`config.mk`:
```
export PLATFORM = sky130hd
export DESIGN_NAME = phone_digit_match_key_top
export DESIGN_NICKNAME = d
export VERILOG_FILES = /design/src/hdl/pdmk_pkg.sv /design/src/hdl/pdmk_key_cell.sv /design/src/hdl/pdmk_digit_row.sv /design/src/hdl/phone_digit_match_key_top.sv
export VERILOG_INCLUDE_DIRS = /design/src /design/src/hdl
export SDC_FILE = /design/constraint.sdc
export NUM_CORES = 1
export LEC_CHECK = 0
export ABC_AREA = 1
export BUFFER_PORTS_ARGS = -buffer_cell sky130_fd_sc_hd__buf_4
export CAP_MARGIN = 20
export CORE_UTILIZATION = 40
export DETAILED_ROUTE_END_ITERATION = 12
export PLACE_DENSITY_LB_ADDON = 0.12
export SLEW_MARGIN = 5
export SYNTH_ARGS = -nofsm -noshare
export SYNTH_HDL_FRONTEND = slang
export SYNTH_SLANG_ARGS = --single-unit
```
`constraint.sdc`:
```
create_clock -name clk_i -period 4.8 [get_ports clk_i]
set_clock_uncertainty 0.1 [all_clocks]
set_input_delay 0.72 -clock clk_i [delete_from_list [all_inputs] [get_ports clk_i]]
set_output_delay 0.72 -clock clk_i [all_outputs]
set_load 0.02 [all_outputs]
```
`src/hdl/phone_digit_match_key_top_assert.svh`:
```
// assertion macros shared by the match key modules
// expects clk_i and rst_ni in the module that uses them
`ifndef PHONE_DIGIT_MATCH_KEY_TOP_ASSERT_SVH
`define PHONE_DIGIT_MATCH_KEY_TOP_ASSERT_SVH

// consequent checked in the same cycle
`define PDMK_ASSERT_HOLDS(lbl, ante, cons, msg) \
  lbl: assert property (@(posedge clk_i) disable iff (!rst_ni) (ante) |-> (cons)) \
    else $error(msg);

// consequent checked in the next cycle
`define PDMK_ASSERT_NEXT(lbl, ante, cons, msg) \
  lbl: assert property (@(posedge clk_i) disable iff (!rst_ni) (ante) |=> (cons)) \
    else $error(msg);

`endif

```
`src/hdl/pdmk_pkg.sv`:
```
// types and constants of the phone digit match key block
// no dependencies
package pdmk_pkg;

  localparam int unsigned DIGIT_W     = 4;
  localparam int unsigned CHAR_W      = 16;
  localparam int unsigned MATCH_W     = 4;
  localparam int unsigned LOWER_KEY_W = 24;
  localparam int unsigned UPPER_KEY_W = 27;
  localparam int unsigned LOWER_CNT_W = 3;
  localparam int unsigned UPPER_CNT_W = 4;
  localparam int unsigned M_TDATA_W   = 64;
  localparam int unsigned APB_ADDR_W  = 3;
  localparam int unsigned APB_DATA_W  = 32;

  localparam logic [CHAR_W-1:0]  CHAR_ZERO   = 16'h0030;
  localparam logic [CHAR_W-1:0]  CHAR_NINE   = 16'h0039;
  localparam logic [MATCH_W-1:0] MATCH_RESET = 4'd7;

  // register index, taken from paddr[2]
  localparam logic REG_MATCH_DIGITS = 1'b0;

  typedef logic [DIGIT_W-1:0] digit_t;

  typedef struct packed {
    logic [LOWER_KEY_W-1:0] lower_key;
    logic [UPPER_KEY_W-1:0] upper_key;
    logic [LOWER_CNT_W-1:0] lower_count;
    logic [UPPER_CNT_W-1:0] upper_count;
    logic                   no_digits;
  } pdmk_res_t;

endpackage

```
`src/hdl/pdmk_key_cell.sv`:
```
// one stage of the key chain: folds one lower and one upper digit into the keys
// depends on pdmk_pkg
module pdmk_key_cell import pdmk_pkg::*; #(
  parameter int unsigned NUM_STAGES = 8
) (
  input  logic                       clk_i,
  input  logic                       rst_ni,
  input  logic                       valid_i,
  output logic                       ready_o,
  input  pdmk_res_t                  res_i,
  input  digit_t [NUM_STAGES-1:0]    lo_i,
  input  digit_t [NUM_STAGES-1:0]    up_i,
  output logic                       valid_o,
  input  logic                       ready_i,
  output pdmk_res_t                  res_o,
  output digit_t [NUM_STAGES-1:0]    lo_o,
  output digit_t [NUM_STAGES-1:0]    up_o
);

  logic                    valid_q, valid_d;
  pdmk_res_t               res_q, res_d;
  digit_t [NUM_STAGES-1:0] lo_q, lo_d, up_q, up_d;
  logic [LOWER_KEY_W-1:0]  lk;
  logic [UPPER_KEY_W-1:0]  uk;

  assign ready_o = !valid_q || ready_i;
  assign valid_d = ready_o ? valid_i : valid_q;

  // key = key * 10 + digit, digit at the bottom of each sequence
  always_comb begin
    lk    = res_i.lower_key;
    uk    = res_i.upper_key;
    res_d = res_i;
    res_d.lower_key = {lk[LOWER_KEY_W-4:0], 3'b000} + {lk[LOWER_KEY_W-2:0], 1'b0}
                      + LOWER_KEY_W'(lo_i[0]);
    res_d.upper_key = {uk[UPPER_KEY_W-4:0], 3'b000} + {uk[UPPER_KEY_W-2:0], 1'b0}
                      + UPPER_KEY_W'(up_i[0]);
    lo_d = lo_i >> DIGIT_W;
    up_d = up_i >> DIGIT_W;
  end

  always_ff @(posedge clk_i or negedge rst_ni) begin
    if (!rst_ni) begin
      valid_q <= 1'b0;
    end else begin
      valid_q <= valid_d;
    end
  end

  always_ff @(posedge clk_i) begin
    if (valid_i && ready_o) begin
      res_q <= res_d;
      lo_q  <= lo_d;
      up_q  <= up_d;
    end
  end

  assign valid_o = valid_q;
  assign res_o   = res_q;
  assign lo_o    = lo_q;
  assign up_o    = up_q;

endmodule

```
`src/hdl/pdmk_digit_row.sv`:
```
// digit history row and digit count, plus the masked digit sequences for the key chain
// depends on pdmk_pkg and the assertion macro header
`include "phone_digit_match_key_top_assert.svh"
module pdmk_digit_row import pdmk_pkg::*; #(
  parameter int unsigned LOWER_DIGITS = 7,
  parameter int unsigned TOTAL_DIGITS = 15,
  parameter int unsigned UPPER_SLOTS  = 8,
  parameter int unsigned NUM_STAGES   = 8
) (
  input  logic                    clk_i,
  input  logic                    rst_ni,
  input  logic                    accept_i,
  input  logic [CHAR_W-1:0]       char_code_i,
  input  logic                    last_i,
  input  logic [MATCH_W-1:0]      match_digits_i,
  output pdmk_res_t               res_o,
  output digit_t [NUM_STAGES-1:0] lo_seq_o,
  output digit_t [NUM_STAGES-1:0] up_seq_o
);

  localparam int unsigned CW = $clog2(TOTAL_DIGITS + 1);
  localparam int unsigned AW = (CW > MATCH_W) ? CW : MATCH_W;
  localparam int unsigned UPPER_SPAN =
    (TOTAL_DIGITS > LOWER_DIGITS) ? TOTAL_DIGITS - LOWER_DIGITS : 0;
  localparam int unsigned LO_OFS = NUM_STAGES - LOWER_DIGITS;
  localparam int unsigned UP_OFS = NUM_STAGES - UPPER_SLOTS;

  digit_t [TOTAL_DIGITS-1:0] hist_q, hist_d, hist_nx;
  logic [CW-1:0]             count_q, count_d, count_nx;
  logic                      is_digit;
  logic [AW-1:0]             m, nlow, nup, n, lc, uc, low_a, tot_a;

  assign is_digit = char_code_i inside {[CHAR_ZERO:CHAR_NINE]};

  always_comb begin
    hist_nx  = hist_q;
    count_nx = count_q;
    if (is_digit) begin
      hist_nx = {hist_q[TOTAL_DIGITS-2:0], char_code_i[DIGIT_W-1:0]};
      if (count_q != CW'(TOTAL_DIGITS)) begin
        count_nx = count_q + CW'(1);
      end
    end
    hist_d  = accept_i ? hist_nx : hist_q;
    count_d = count_q;
    if (accept_i) begin
      count_d = last_i ? '0 : count_nx;
    end
  end

  always_ff @(posedge clk_i or negedge rst_ni) begin
    if (!rst_ni) begin
      hist_q  <= '0;
      count_q <= '0;
    end else begin
      hist_q  <= hist_d;
      count_q <= count_d;
    end
  end

  // digit counts used by the keys of a number ending with this character
  always_comb begin
    low_a = AW'(LOWER_DIGITS);
    tot_a = AW'(TOTAL_DIGITS);
    m     = AW'(match_digits_i);
    if (m > tot_a) begin
      m = tot_a;
    end
    nlow = m;
    nup  = '0;
    if (m > low_a) begin
      nlow = low_a;
      nup  = m - low_a;
    end else if (m == '0) begin
      nlow = low_a;
    end
    n  = AW'(count_nx);
    lc = (n < nlow) ? n : nlow;
    uc = '0;
    if (n > low_a && nup != '0) begin
      uc = ((n - low_a) > nup) ? nup : (n - low_a);
    end
  end

  always_comb begin
    res_o             = '0;
    res_o.lower_count = LOWER_CNT_W'(lc);
    res_o.upper_count = UPPER_CNT_W'(uc);
    res_o.no_digits   = (n == '0);
  end

  // sequences are right aligned so every stage multiplies by ten
  for (genvar j = 0; j < NUM_STAGES; j++) begin : g_seq
    if (j < LO_OFS || (j - LO_OFS) >= TOTAL_DIGITS) begin : g_lo_zero
      assign lo_seq_o[j] = '0;
    end else begin : g_lo
      assign lo_seq_o[j] = (AW'(j - LO_OFS) < lc) ? hist_nx[j - LO_OFS] : '0;
    end
    if (j < UP_OFS || UPPER_SPAN == 0 ||
        (LOWER_DIGITS + j - UP_OFS) >= TOTAL_DIGITS) begin : g_up_zero
      assign up_seq_o[j] = '0;
    end else begin : g_up
      assign up_seq_o[j] = (AW'(j - UP_OFS) < uc) ? hist_nx[LOWER_DIGITS + j - UP_OFS] : '0;
    end
  end

  `PDMK_ASSERT_NEXT(a_last_clears_count, accept_i && last_i, count_q == '0,
                    "digit count not cleared after last character")
  `PDMK_ASSERT_HOLDS(a_count_saturates, 1'b1, count_q <= CW'(TOTAL_DIGITS),
                     "digit count above history depth")

endmodule

```
`src/hdl/phone_digit_match_key_top.sv`:
```
// a result passes through the registered key chain once its last character is taken,
// one stage of the key chain per digit position; the last stage is the output register.
// throughput: one character per cycle while the output does not stall the chain;
// the key chain holds one number per stage. reset: asynchronous, active low; clears
// the digit count, history, chain valid bits and sets match_digits to 7.
// depends on pdmk_pkg, pdmk_digit_row, pdmk_key_cell and the assertion macro header
`include "phone_digit_match_key_top_assert.svh"
module phone_digit_match_key_top import pdmk_pkg::*; #(
  parameter int unsigned LOWER_DIGITS = 7,
  parameter int unsigned TOTAL_DIGITS = 15
) (
  input  logic                  clk_i,
  input  logic                  rst_ni,
  input  logic                  s_axis_tvalid_i,
  output logic                  s_axis_tready_o,
  input  logic [CHAR_W-1:0]     s_axis_tdata_i,    // [15:0] char_code
  input  logic                  s_axis_tlast_i,
  output logic                  m_axis_tvalid_o,
  input  logic                  m_axis_tready_i,
  // [23:0] lower_key, [50:24] upper_key, [53:51] lower_count, [57:54] upper_count
  output logic [M_TDATA_W-1:0]  m_axis_tdata_o,
  output logic                  m_axis_tuser_o,    // [0] no_digits
  input  logic                  psel,
  input  logic                  penable,
  input  logic                  pwrite,
  input  logic [APB_ADDR_W-1:0] paddr,
  input  logic [APB_DATA_W-1:0] pwdata,
  output logic [APB_DATA_W-1:0] prdata,
  output logic                  pready
);

  localparam int unsigned UPPER_SPAN =
    (TOTAL_DIGITS > LOWER_DIGITS) ? TOTAL_DIGITS - LOWER_DIGITS : 0;
  localparam int unsigned UPPER_SLOTS = (UPPER_SPAN > 0) ? UPPER_SPAN : 1;
  localparam int unsigned NUM_STAGES  =
    (LOWER_DIGITS > UPPER_SLOTS) ? LOWER_DIGITS : UPPER_SLOTS;

  logic [MATCH_W-1:0] match_q, match_d;
  logic               reg_hit;
  logic               in_accept;

  logic [NUM_STAGES:0]                        st_valid, st_ready;
  pdmk_res_t                                  st_res [NUM_STAGES+1];
  logic [NUM_STAGES:0][NUM_STAGES-1:0][DIGIT_W-1:0] st_lo, st_up;
  pdmk_res_t                                  out_res;

  // configuration port
  assign pready  = 1'b1;
  assign reg_hit = (paddr[APB_ADDR_W-1] == REG_MATCH_DIGITS);
  assign match_d = (psel && penable && pwrite && reg_hit) ? pwdata[MATCH_W-1:0] : match_q;
  assign prdata  = reg_hit ? APB_DATA_W'(match_q) : '0;

  always_ff @(posedge clk_i or negedge rst_ni) begin
    if (!rst_ni) begin
      match_q <= MATCH_RESET;
    end else begin
      match_q <= match_d;
    end
  end

  assign in_accept       = s_axis_tvalid_i && s_axis_tready_o;
  assign s_axis_tready_o = st_ready[0];
  assign st_valid[0]     = s_axis_tvalid_i && s_axis_tlast_i;

  pdmk_digit_row #(
    .LOWER_DIGITS (LOWER_DIGITS),
    .TOTAL_DIGITS (TOTAL_DIGITS),
    .UPPER_SLOTS  (UPPER_SLOTS),
    .NUM_STAGES   (NUM_STAGES)
  ) u_row (
    .clk_i          (clk_i),
    .rst_ni         (rst_ni),
    .accept_i       (in_accept),
    .char_code_i    (s_axis_tdata_i),
    .last_i         (s_axis_tlast_i),
    .match_digits_i (match_q),
    .res_o          (st_res[0]),
    .lo_seq_o       (st_lo[0]),
    .up_seq_o       (st_up[0])
  );

  for (genvar k = 0; k < NUM_STAGES; k++) begin : g_cell
    pdmk_key_cell #(
      .NUM_STAGES (NUM_STAGES)
    ) u_cell (
      .clk_i   (clk_i),
      .rst_ni  (rst_ni),
      .valid_i (st_valid[k]),
      .ready_o (st_ready[k]),
      .res_i   (st_res[k]),
      .lo_i    (st_lo[k]),
      .up_i    (st_up[k]),
      .valid_o (st_valid[k+1]),
      .ready_i (st_ready[k+1]),
      .res_o   (st_res[k+1]),
      .lo_o    (st_lo[k+1]),
      .up_o    (st_up[k+1])
    );
  end

  // last stage is the output register
  assign st_ready[NUM_STAGES] = m_axis_tready_i;
  assign out_res              = st_res[NUM_STAGES];
  assign m_axis_tvalid_o      = st_valid[NUM_STAGES];
  assign m_axis_tdata_o       = M_TDATA_W'({out_res.upper_count, out_res.lower_count,
                                            out_res.upper_key, out_res.lower_key});
  assign m_axis_tuser_o       = out_res.no_digits;

  `PDMK_ASSERT_HOLDS(a_empty_number_zero, m_axis_tvalid_o && m_axis_tuser_o,
                     m_axis_tdata_o == '0, "number without digits gave nonzero keys")
  `PDMK_ASSERT_HOLDS(a_upper_needs_full_lower,
                     m_axis_tvalid_o && out_res.upper_count != '0,
                     out_res.lower_count == LOWER_CNT_W'(LOWER_DIGITS),
                     "upper digits used with a short lower key")

endmodule
```
## Word level (Yosys, flattened, before mapping)

Cells that the tools add are included.

- Register bits after elaboration: 633
- Bits of input ports: 59
- Output and inout bits: 100
- Word-level logic and storage cells: 219

- Add/sub/neg operators: 29
- $lt $le $gt $ge: 22
- Eq/ne operators: 1
- Muxes and demuxes: 12
- Bitwise gates (word level): 1
- Reduce and logical (&&, ||, !) cells: 34

Operator list:

| kind | count |
|---|---|
| $mux 60 | 1 |
| $add 24x24->24 | 2 |
| $add 24x4->24 | 2 |
| $add 23x4->23 | 2 |
| $mux 4 | 11 |
| $add 17x15->18 | 2 |
| $add 13x4->14 | 2 |
| $lt 3x4->1 const A | 7 |
| $add 27x27->27 | 1 |
| $add 27x4->27 | 1 |
| $add 12x10->13 | 2 |
| $add 26x26->26 | 1 |
| $add 26x4->26 | 1 |
| $add 25x25->25 | 1 |
| $add 25x4->25 | 1 |
| $add 23x23->23 | 1 |
| $add 22x22->22 | 1 |
| $add 22x4->22 | 1 |
| $add 21x4->21 | 1 |
| $add 8x4->9 | 2 |
| $add 7x5->8 | 2 |
| $ge 16x6->1 const B | 1 |
| $le 16x6->1 const B | 1 |
| $lt 1x4->1 const A | 4 |
| 14 further kinds | 48 |

## Longest topological paths before layout

Gate-level depths: netlist (run 1).

- Depth after elaboration: 10
- Mapped depth: 24
- Mapped depth without buffers: 24

## Hierarchy

Synthesis (run 1) repeated with hierarchy kept, for this count alone.

- Cell total of the unflattened synthesis: 7728
- Area, all modules: 65406.5 µm²

Modules (own cells, without submodules):

| module | instances | cells an instance | area an instance (µm²) | sequential area each (µm²) |
|---|---|---|---|---|
| pdmk_key_cell at g_cell[3].u_cell ... | 2 | 872 | 7524.7 | 3478.3 |
| pdmk_key_cell at g_cell[0].u_cell | 1 | 875 | 7582.3 | 3478.3 |
| pdmk_key_cell at g_cell[2].u_cell | 1 | 883 | 7567.3 | 3478.3 |
| pdmk_key_cell at g_cell[6].u_cell | 1 | 881 | 7561.0 | 3478.3 |
| pdmk_key_cell at g_cell[7].u_cell | 1 | 879 | 7542.2 | 3478.3 |
| pdmk_key_cell at g_cell[1].u_cell | 1 | 871 | 7528.5 | 3478.3 |
| pdmk_key_cell at g_cell[5].u_cell | 1 | 872 | 7523.5 | 3478.3 |
| pdmk_digit_row | 1 | 653 | 4549.4 | 1601.5 |
| phone_digit_match_key_top | 1 | 70 | 503.0 | 103.8 |

## Worst setup path before layout (run 1)

Ideal clock, no wire load.

- Path kind: in2reg
- Start: input m_axis_tready_i
- End: register g_cell[0].u_cell.lo_q (netlist bit g_cell[0].u_cell.lo_o[0]) (enable)
- Library setup time: 0.495 ns
- Data arrival time: 4.647 ns
- Required time: 4.205 ns
- Setup slack: -0.441 ns
- Cell stages on the path: 15
- Buffers on the path: 1
- Cells stage by stage: nor2_2 inv_1 nor2_1 inv_1 nor2_2 inv_2 nor2_4 nand2_1 nor2_2 nand2_1 nor2_2 nor2_1 inv_2 buf_4 nor2_1

- Cells in the longest elaborated chain, start to end: 9

RTL lines:

| what | line | RTL |
|---|---|---|
| start, declared | phone_digit_match_key_top.sv:19 | `input logic m_axis_tready_i,` |
| $logic_or 1x1->1 (8 in a row) | pdmk_key_cell.sv:26 | `assign ready_o = !valid_q \|\| ready_i;` |
| $logic_and 1x1->1 | pdmk_key_cell.sv:51 | `if (valid_i && ready_o) begin` |
| end signal, assigned | pdmk_key_cell.sv:53 | `lo_q <= lo_d;` |
| end, declared | pdmk_key_cell.sv:22 | `digit_t [NUM_STAGES-1:0] lo_q, lo_d, up_q, up_d;` |

No other way between the ends.
A chain may end at the register's enable or synchronous reset.

==> flow_results.xml, run 1 <==
<?xml version="1.0" encoding="UTF-8"?>
<metrics>
  <group name="critical_path">
    <metric name="type_of_destination_of_the_critical_path" unit="">flop</metric>
    <metric name="cpLargestDelayFamily" unit="">simple AND/OR/NAND/NOR gates</metric>
    <metric name="path_max_fanout" unit="">6</metric>
    <metric name="r2r_slack" unit="ns">0.78</metric>
    <metric name="cp_slowest_stage_delay" unit="ns">0.43</metric>
    <metric name="slowest_stage" unit="">dfrtp_1</metric>
    <metric name="rr_startpoint" unit="">u_row.count_q[1]$_DFFE_PN0P_</metric>
    <metric name="timing.critical_path.buf_inv" unit="">4</metric>
    <metric name="critical_path_required" unit="ns">5.05</metric>
    <metric name="critical_path.reg2reg.endpoint" unit="">g_cell[0].u_cell.up_o[14]$_SDFFCE_PP0P_</metric>
    <metric name="critPathLaunchType" unit="">flop</metric>
    <metric name="critical_path_class" unit="">flop to flop</metric>
    <metric name="worstPathCellList" unit="">ha_1 -&gt; nand2_1 -&gt; inv_1 -&gt; nand2_1 -&gt; nand3_1 -&gt; nand2_1 -&gt; nand2_1 -&gt; inv_1 -&gt; ha_1 -&gt; xor2_1 -&gt; inv_1 -&gt; ha_1 -&gt; nand2_1 -&gt; o31ai_2 -&gt; inv_1 -&gt; o21ai_0 -&gt; nor2_2 -&gt; nor2_1 -&gt; o21ai_2 -&gt; and2_1</metric>
    <metric name="number_of_cells_traversed_by_the_worst_register_to_register_path" unit="">20</metric>
    <metric name="critical_path.most_common_cell" unit="">nand2_1</metric>
    <metric name="signal_arrival_time_at_the_worst_endpoint" unit="ns">4.27</metric>
  </group>
  <group name="flow_run">
    <metric name="timing.max_cap.violations" unit="">0</metric>
  </group>
  <group name="logic_synthesis">
    <metric name="synth_mux_area_share" unit="%">0</metric>
    <metric name="post-synth-top-area-fraction" unit="%">49.6</metric>
    <metric name="synthXorXnorAreaFrac" unit="%">5.14</metric>
    <metric name="synthFlopType" unit="">edfxtp_1</metric>
    <metric name="synth-compound-area-share" unit="%">7.88</metric>
    <metric name="syn_avg_cell_area" unit="um2">11.3</metric>
    <metric name="post_synth_cell_types" unit="">56</metric>
    <metric name="share_of_synthesized_area_occupied_by_flip_flops_and_latches" unit="%">55.5</metric>
    <metric name="dominant_combinational_cell_family_by_area_after_synthesis" unit="">adder cells</metric>
    <metric name="synth.cell_area" unit="um2">32500</metric>
    <metric name="synth_top_area_cell" unit="">edfxtp_1</metric>
    <metric name="post_synth_adder_cell_area" unit="%">15.6</metric>
    <metric name="netlist_top_cells_area" unit="">edfxtp_1 (50%), ha_1 (14%), nand2_1 (6.2%), dfrtp_1 (5.6%), xor2_1 (3.6%)</metric>
    <metric name="postSynth.asyncResetShare" unit="%">12.4</metric>
    <metric name="ys_seq_elements" unit="">613</metric>
    <metric name="synth-simple-area-share" unit="%">11.5</metric>
    <metric name="yosys_warnings" unit="">0</metric>
    <metric name="synth-edff-count" unit="">537</metric>
    <metric name="synthCells" unit="">2870</metric>
  </group>
  <group name="die">
    <metric name="floorplan.core_area" unit="um2">80400</metric>
    <metric name="io_pins" unit="">159</metric>
    <metric name="std_cell_rows" unit="">104</metric>
    <metric name="floorplan.initialDensity" unit="%">40.4</metric>
    <metric name="die_y" unit="um">287</metric>
    <metric name="dieWidth" unit="um">287</metric>
    <metric name="dieArea" unit="um2">82400</metric>
  </group>
  <group name="global_route">
    <metric name="gr-total-overflow" unit="">0</metric>
    <metric name="grt_antenna_before_repair" unit="">0</metric>
    <metric name="total_routing_resource_utilization_after_global_routing" unit="%">13.8</metric>
    <metric name="grt_first_pass_wirelength" unit="um">94000</metric>
    <metric name="largest_net_degree_at_the_start_of_global_routing" unit="">84</metric>
    <metric name="grt_pass1_vias" unit="">19900</metric>
  </group>
  <group name="timing">
    <metric name="report.final.slew_viol_count" unit="">0</metric>
    <metric name="min_period" unit="ns">4.02</metric>
    <metric name="timing_worst_slew_pin_value" unit="ns">0.947</metric>
    <metric name="totalNegativeSetupSlack" unit="ns">0</metric>
    <metric name="achievable-frequency" unit="MHz">249</metric>
    <metric name="finalHoldViolCount" unit="">0</metric>
    <metric name="finalSetupViolations" unit="">0</metric>
    <metric name="final_cycle_utilization_of_the_critical_path" unit="%">83.8</metric>
    <metric name="rsz0062_at_grt" unit="">false</metric>
    <metric name="slew_headroom" unit="%">36.9</metric>
  </group>
  <group name="pwr">
    <metric name="powerDensity" unit="nW/um2">530</metric>
    <metric name="vdd.ir_drop.worst" unit="mV">0.233</metric>
    <metric name="total_leakage_power" unit="nW">15.6</metric>
  </group>
  <group name="hold_path">
    <metric name="min_path_type" unit="">input port to flop</metric>
    <metric name="holdPathEnd" unit="">match_q[2]$_DFFE_PN1P_</metric>
    <metric name="beginning_of_the_worst_hold_path" unit="">pwdata[2]</metric>
    <metric name="min_path_cells" unit="">3</metric>
  </group>
  <group name="clock_network">
    <metric name="cts_inserted_buffers" unit="">71</metric>
    <metric name="insertion_delay_of_the_later_clocked_pin_in_the_worst_skew_pair" unit="ns">0.61</metric>
    <metric name="max-clock-path-buffers" unit="">3</metric>
    <metric name="cts.sink_count" unit="">613</metric>
    <metric name="cts-resized-gates" unit="">0</metric>
    <metric name="ctsHtreeMaxLevel" unit="">3</metric>
    <metric name="clk_pin_slew" unit="ns">0.06</metric>
    <metric name="post-cts-setup-buffers" unit="">0</metric>
    <metric name="cts_tree" unit="">done</metric>
    <metric name="clockRootBuffer" unit="">clkbuf_16</metric>
    <metric name="cts-hold-fix-buffers" unit="">0</metric>
  </group>
  <group name="routing">
    <metric name="detail-route-antenna-nets" unit="">0</metric>
    <metric name="drt_drc_violations_left" unit="">0</metric>
    <metric name="drt-total-wl" unit="um">56500</metric>
    <metric name="viasPerCell" unit="">4.84</metric>
    <metric name="detail_route.first_pass.iterations" unit="">5</metric>
    <metric name="vias" unit="">20100</metric>
    <metric name="drt_first_iter_violations" unit="">964</metric>
    <metric name="route.detailed.wl_per_inst" unit="um">13.6</metric>
  </group>
  <group name="finish">
    <metric name="final_layout_size_suffix_gt1_share" unit="%">8.69</metric>
    <metric name="area_occupied_by_multi_input_gates" unit="um2">13200</metric>
    <metric name="antenna_cells" unit="">0</metric>
    <metric name="number_of_nets_at_the_end_of_the_flow" unit="">3476</metric>
    <metric name="layout.filler_cells" unit="">7407</metric>
    <metric name="utilization" unit="%">45.7</metric>
    <metric name="syn_to_final_growth" unit="%">13.1</metric>
    <metric name="regArea" unit="um2">18000</metric>
  </group>
  <group name="place">
    <metric name="dp.final_hpwl" unit="um">41600</metric>
    <metric name="gpl.final_weighted_congestion" unit="">0.848</metric>
    <metric name="io_buffer_count" unit="">93</metric>
  </group>
  <group name="outcome">
    <metric name="status" unit="">finished clean</metric>
  </group>
</metrics>
-- report_power, final --
group | total (W) | switching, W | internal, W
registers | 0.00731 | 0.000305 | 0.00701
clock network | 0.00527 | 0.00212 | 0.00314
logic | 0.00692 | 0.00420 | 0.00271
-- worst register-to-register path, delay by kind of cell (launching register included) --
kind / cells / cell delay, ns
xor+xnor: 1 / 0.19
flops: 1 / 0.43
simple gates: 9 / 1.03
buf+inv: 4 / 0.49
fa+ha+maj: 3 / 0.71
compound gates: 3 / 0.80
-- area by class of cell --
class | count | share of cell area (%)
Sequential cell | 613 | 49.0
Tap cell | 1060 | 3.61
Timing Repair Buffer | 112 | 2.45
Multi-Input combinational cell | 1965 | 35.9
Clock buffer | 94 | 5.29
Clock inverter | 34 | 0.997
Inverter | 265 | 2.71
-- cells in the final DEF (no fill, tap or decap), types with 6 or more instances in the layout --
master     netlist  final
edfxtp_1       537    537
nand2_1        534    534
ha_1           363    363
inv_1          260    256
a21oi_1        193    192
o21ai_0        152    152
nor2_1         144    140
xor2_1         133    133
buf_4           39    107
nand3_1         97     97
clkbuf_16        0     73
dfrtp_1         73     73
xnor2_1         56     56
conb_1           2     38
o21ai_1         33     33
nand4_1         30     30
fa_1            26     26
o21bai_1        17     17
clkbuf_1        13     17
nor3_1          16     16
a31oi_1         15     15
and2_1          13     13
a21o_1          12     12
clkinv_1         1     11
nor2_2          10     10
nand2_2          9      9
clkinv_2         0      9
nor4_1           8      8
a21boi_0         8      8
inv_2            4      8
nor2_4           3      7
o21a_1           6      6
o211ai_1         6      6
-- Yosys cell counts, types with 5 or more instances --
cell type    n
fa_1        26
o21a_1       6
or2_2        5
dfrtp_1     73
a21oi_1    193
a21o_1      12
clkbuf_1    13
nor3_1      16
xor2_1     133
a31oi_1     15
buf_6        9
o211ai_1     6
inv_1      260
nand3_1     97
ha_1       363
nand2_2      9
o21ai_1     33
edfxtp_1   537
buf_4       39
a21boi_0     8
nor2_1     144
nor4_1       8
and2_1      13
o21bai_1    17
xnor2_1     56
o21ai_0    152
nand2_1    534
nand4_1     30
nor2_2      10
-- metal layers --
metal / wire length [um] / vias up / share of wire, % / track usage [%]
met1: 26100 / 9313 / 46 / 17.3
met3: 2030 / 123 / 3.6 / 2.58
met5: 0 / - / 0 / 0
li1: - / 10300 / - / -
met4: 1870 / 0 / 3.3 / 5.43
met2: 26500 / 318 / 47 / 23.5
-- kinds of logic after synthesis --
logic type,Yosys count
AND/OR/NAND/NOR,881
flip-flops,613
AO/OA/AOI/OAI,467
adder cells (fa/ha/maj),389
buffers and inverters,328
XOR/XNOR,190
other,2
-- flip-flops by register name, indices dropped and copies added, names as in the netlist --
name and cells:
u_row.hist_q 60, u_row.count_q 4, g_cell.u_cell.res_o 313, match_q 4, g_cell.u_cell.lo_o 112, g_cell.u_cell.valid_o 8
g_cell.u_cell.up_o 112
-- per-stage QoR --
step	instance area, um2	cells	worst slack, ns	power [W]	hold slack (ns)
after floorplan	32600	2906	0.179	0.0127	0.300
after global placement	34400	4013	0.629	0.0144	0.300
after detailed placement	34400	4013	0.498	0.0144	0.305
after CTS	36700	4141	0.815	0.0198	0.191
after global routing	36800	4143	0.414	0.0209	0.223
final	36800	4143	0.777	0.0195	0.253
-- how the worst max path moves through the flow --
stage / from / end / slack, ns / depth (start not counted)
2_1_floorplan: m_axis_tready_i / g_cell[4].u_cell.lo_o[0]$_DFFE_PP_ / 0.18 / 8
3_3_place_gp: s_axis_tdata_i[7] / g_cell[0].u_cell.res_o[9]$_SDFFCE_PP0P_ / 0.63 / 21
3_5_place_dp: s_axis_tdata_i[14] / g_cell[0].u_cell.up_o[15]$_SDFFCE_PP0P_ / 0.50 / 20
4_1_cts: u_row.count_q[1]$_DFFE_PN0P_ / g_cell[0].u_cell.up_o[15]$_SDFFCE_PP0P_ / 0.81 / 20
5_1_grt: u_row.count_q[1]$_DFFE_PN0P_ / g_cell[0].u_cell.res_o[11]$_SDFFCE_PP0P_ / 0.41 / 21
6_report: u_row.count_q[1]$_DFFE_PN0P_ / g_cell[0].u_cell.up_o[14]$_SDFFCE_PP0P_ / 0.78 / 20
Power figures use the tool's default switching activity.
==> inputs of run 2 (changes only) <==
==> constraint.sdc (replaced) <==
create_clock -name clk_i -period 3.8 [get_ports clk_i]
set_clock_uncertainty 0.1 [all_clocks]
set_input_delay 0.57 -clock clk_i [delete_from_list [all_inputs] [get_ports clk_i]]
set_output_delay 0.57 -clock clk_i [all_outputs]
set_load 0.02 [all_outputs]
==> run 2 against run 1 <==
Sequential power is 26% higher. Non-clock buffer count is 12 higher. Global-route usage is 0.10 points higher. Clock power is 30% higher. Critical path depth is 2 higher. Clock-buffer cell count is 3 lower. Sequential cell count stayed put. Sequential share of layout area is 0.28 points lower. First-iteration DRC count is 13% lower. Final cell count is 0.29% higher. Final area is 0.58% higher. Via count is 0.20% lower.
==> flow_results.xml, run 2 (synthesized netlist as in run 1, its figures left out) <==
<?xml version="1.0" encoding="UTF-8"?>
<metrics>
  <group name="routing">
    <metric name="route.detailed.wl_per_inst" unit="um">13.6</metric>
    <metric name="drt_drc_violations_left" unit="">0</metric>
    <metric name="drt-total-wl" unit="um">56500</metric>
    <metric name="detail-route-antenna-nets" unit="">0</metric>
    <metric name="vias" unit="">20000</metric>
    <metric name="viasPerCell" unit="">4.82</metric>
    <metric name="detail_route.first_pass.iterations" unit="">5</metric>
    <metric name="drt_first_iter_violations" unit="">839</metric>
  </group>
  <group name="clock_network">
    <metric name="insertion_delay_of_the_later_clocked_pin_in_the_worst_skew_pair" unit="ns">0.62</metric>
    <metric name="ctsHtreeMaxLevel" unit="">3</metric>
    <metric name="clockRootBuffer" unit="">clkbuf_16</metric>
    <metric name="cts_inserted_buffers" unit="">70</metric>
    <metric name="cts_tree" unit="">done</metric>
    <metric name="max-clock-path-buffers" unit="">3</metric>
    <metric name="cts.sink_count" unit="">613</metric>
    <metric name="clk_pin_slew" unit="ns">0.06</metric>
  </group>
  <group name="global_route">
    <metric name="busiest_layer" unit="">met2</metric>
    <metric name="largest_net_degree_at_the_start_of_global_routing" unit="">84</metric>
    <metric name="grt_util_met3" unit="%">2.30</metric>
    <metric name="grt_antenna_before_repair" unit="">0</metric>
    <metric name="total_routing_resource_utilization_after_global_routing" unit="%">13.9</metric>
    <metric name="grt_util_met2" unit="%">24.3</metric>
    <metric name="use_met1" unit="%">17.1</metric>
    <metric name="grt_pass1_vias" unit="">20300</metric>
    <metric name="gr-total-overflow" unit="">0</metric>
    <metric name="grt_first_pass_wirelength" unit="um">94800</metric>
  </group>
  <group name="place">
    <metric name="post_dp_cell_area" unit="um2">34500</metric>
    <metric name="io_buffer_count" unit="">93</metric>
    <metric name="gpl.final_weighted_congestion" unit="">0.847</metric>
    <metric name="placed_instances" unit="">4023</metric>
    <metric name="dp.final_hpwl" unit="um">41800</metric>
  </group>
  <group name="timing">
    <metric name="report.final.slew_viol_count" unit="">0</metric>
    <metric name="finalHoldViolCount" unit="">0</metric>
    <metric name="achievable-frequency" unit="MHz">278</metric>
    <metric name="min_period" unit="ns">3.60</metric>
    <metric name="timing_worst_slew_pin_value" unit="ns">0.918</metric>
    <metric name="rsz0062_at_grt" unit="">true</metric>
    <metric name="slew_headroom" unit="%">38.8</metric>
    <metric name="final_cycle_utilization_of_the_critical_path" unit="%">94.8</metric>
    <metric name="finalSetupViolations" unit="">0</metric>
  </group>
  <group name="critical_path">
    <metric name="critical_path.most_common_cell" unit="">nand2_1</metric>
    <metric name="slowest_stage" unit="">dfrtp_1</metric>
    <metric name="cp_slowest_stage_delay" unit="ns">0.40</metric>
    <metric name="path_max_fanout" unit="">4</metric>
    <metric name="signal_arrival_time_at_the_worst_endpoint" unit="ns">3.98</metric>
    <metric name="critical_path_class" unit="">flop to flop</metric>
    <metric name="critical_path_required" unit="ns">4.18</metric>
    <metric name="critPathLaunchType" unit="">flop</metric>
    <metric name="worstPathCellList" unit="">ha_2 -&gt; nand2_1 -&gt; inv_1 -&gt; nand2_1 -&gt; nand3_1 -&gt; nand2_1 -&gt; nand2_2 -&gt; inv_1 -&gt; ha_1 -&gt; xor2_1 -&gt; inv_1 -&gt; ha_1 -&gt; nand2_1 -&gt; o21ai_2 -&gt; o31ai_4 -&gt; buf_4 -&gt; nand2_1 -&gt; o21ai_2 -&gt; nor2_2 -&gt; nand2_1 -&gt; o21ai_4 -&gt; and2_1</metric>
    <metric name="type_of_destination_of_the_critical_path" unit="">flop</metric>
  </group>
  <group name="pwr">
    <metric name="powerDensity" unit="nW/um2">672</metric>
    <metric name="vdd.ir_drop.worst" unit="mV">0.337</metric>
    <metric name="total_leakage_power" unit="nW">15.7</metric>
  </group>
  <group name="finish">
    <metric name="final_cell_mix" unit="">edfxtp_1 (537), nand2_1 (532), ha_1 (362), inv_1 (255), a21oi_1 (192)</metric>
    <metric name="largest_reg_flops" unit="">313</metric>
    <metric name="layout.cells.most_common" unit="">edfxtp_1</metric>
    <metric name="final_cell_count_no_fill" unit="">4155</metric>
    <metric name="final_layout_size_suffix_gt1_share" unit="%">9.37</metric>
    <metric name="antenna_cells" unit="">0</metric>
    <metric name="number_of_nets_at_the_end_of_the_flow" unit="">3487</metric>
    <metric name="syn_to_final_growth" unit="%">13.8</metric>
    <metric name="design_area" unit="um2">37000</metric>
  </group>
  <group name="die">
    <metric name="die_y" unit="um">287</metric>
    <metric name="std_cell_rows" unit="">104</metric>
    <metric name="floorplan.core_area" unit="um2">80400</metric>
    <metric name="io_pins" unit="">159</metric>
    <metric name="floorplan.initialDensity" unit="%">40.4</metric>
    <metric name="dieArea" unit="um2">82400</metric>
    <metric name="dieWidth" unit="um">287</metric>
  </group>
  <group name="flow_run">
    <metric name="timing.max_cap.violations" unit="">0</metric>
  </group>
  <group name="hold_path">
    <metric name="min_path_type" unit="">input port to flop</metric>
  </group>
  <group name="outcome">
    <metric name="status" unit="">finished clean</metric>
  </group>
</metrics>
==> run 2: what timing repair did <==
item / in CTS / in global routing
resized for setup: 0 / 13
endpoints found under the setup margin: 0 / 32
endpoints found under the hold margin: 0 / 26
hold buffers: 0 / 1
buffers inserted: 0 / 2
==> run 2: where the power goes <==
part           switching, W  internal [W]
clock network       0.00273       0.00410
logic               0.00533       0.00346
registers          0.000380       0.00885
total               0.00844        0.0164
==> run 2: metrics by stage <==
| step | util (%) | setup WS [ns] | power [W] | hold WS (ns) | setup TNS [ns] |
|---|---|---|---|---|---|
| final | 46.0 | 0.198 | 0.0248 | 0.0981 | 0 |
| after global routing | 46.0 | -0.0707 | 0.0267 | 0.0755 | -0.324 |
| after CTS | 45.9 | 0.116 | 0.0252 | 0.0353 | 0 |
| after detailed placement | 42.9 | -0.0385 | 0.0182 | 0.305 | -0.176 |
| after global placement | 42.9 | 0.0758 | 0.0182 | 0.301 | 0 |
| after floorplan | - | 0.121 | 0.0160 | 0.174 | 0 |
==> run 2: critical path, delay by kind of cell, from the launching register on <==
kind / cells / cell delay [ns]
and+or+nand+nor: 10 / 1.15
adders and majority gates: 3 / 0.65
AOI/OAI and AO/OA: 4 / 0.57
DFF: 1 / 0.40
buffers and inverters: 4 / 0.39
xor gates and xnor gates: 1 / 0.21
==> run 2: layout make-up <==
type | instances | area (um2)
Fill cell | 7406 | 43400
Multi-Input combinational cell | 1965 | 13200
Tap cell | 1060 | 1330
Inverter | 265 | 995
Sequential cell | 613 | 18000
Timing Repair Buffer | 124 | 1000
Clock buffer | 91 | 1880
Clock inverter | 37 | 502
==> run 2: worst paths after layout <==
check	start	end	slack, ns	depth (start not counted)
setup / recovery	u_row.count_q[1]$_DFFE_PN0P_	g_cell[0].u_cell.up_o[20]$_SDFFCE_PP0P_	0.20	22
hold / removal	pwdata[0]	match_q[0]$_DFFE_PN1P_	0.1	3
setup reg to reg	u_row.count_q[1]$_DFFE_PN0P_	g_cell[0].u_cell.up_o[20]$_SDFFCE_PP0P_	0.20	22
hold reg to reg	g_cell[4].u_cell.res_o[0]$_DFFE_PP_	g_cell[5].u_cell.res_o[0]$_DFFE_PP_	0.31	0
max in group asynchronous	rst_ni	u_row.hist_q[50]$_DFFE_PN0P_	2.64	3
min in group asynchronous	rst_ni	g_cell[6].u_cell.valid_o$_DFFE_PN0P_	0.35	2
==> run 2: routing by layer <==
layer | vias up | wire length, um
met2 | 296 | 27300
met5 | - | 0
met1 | 9282 | 25700
met4 | 0 | 1420
li1 | 10400 | -
met3 | 98 | 1980
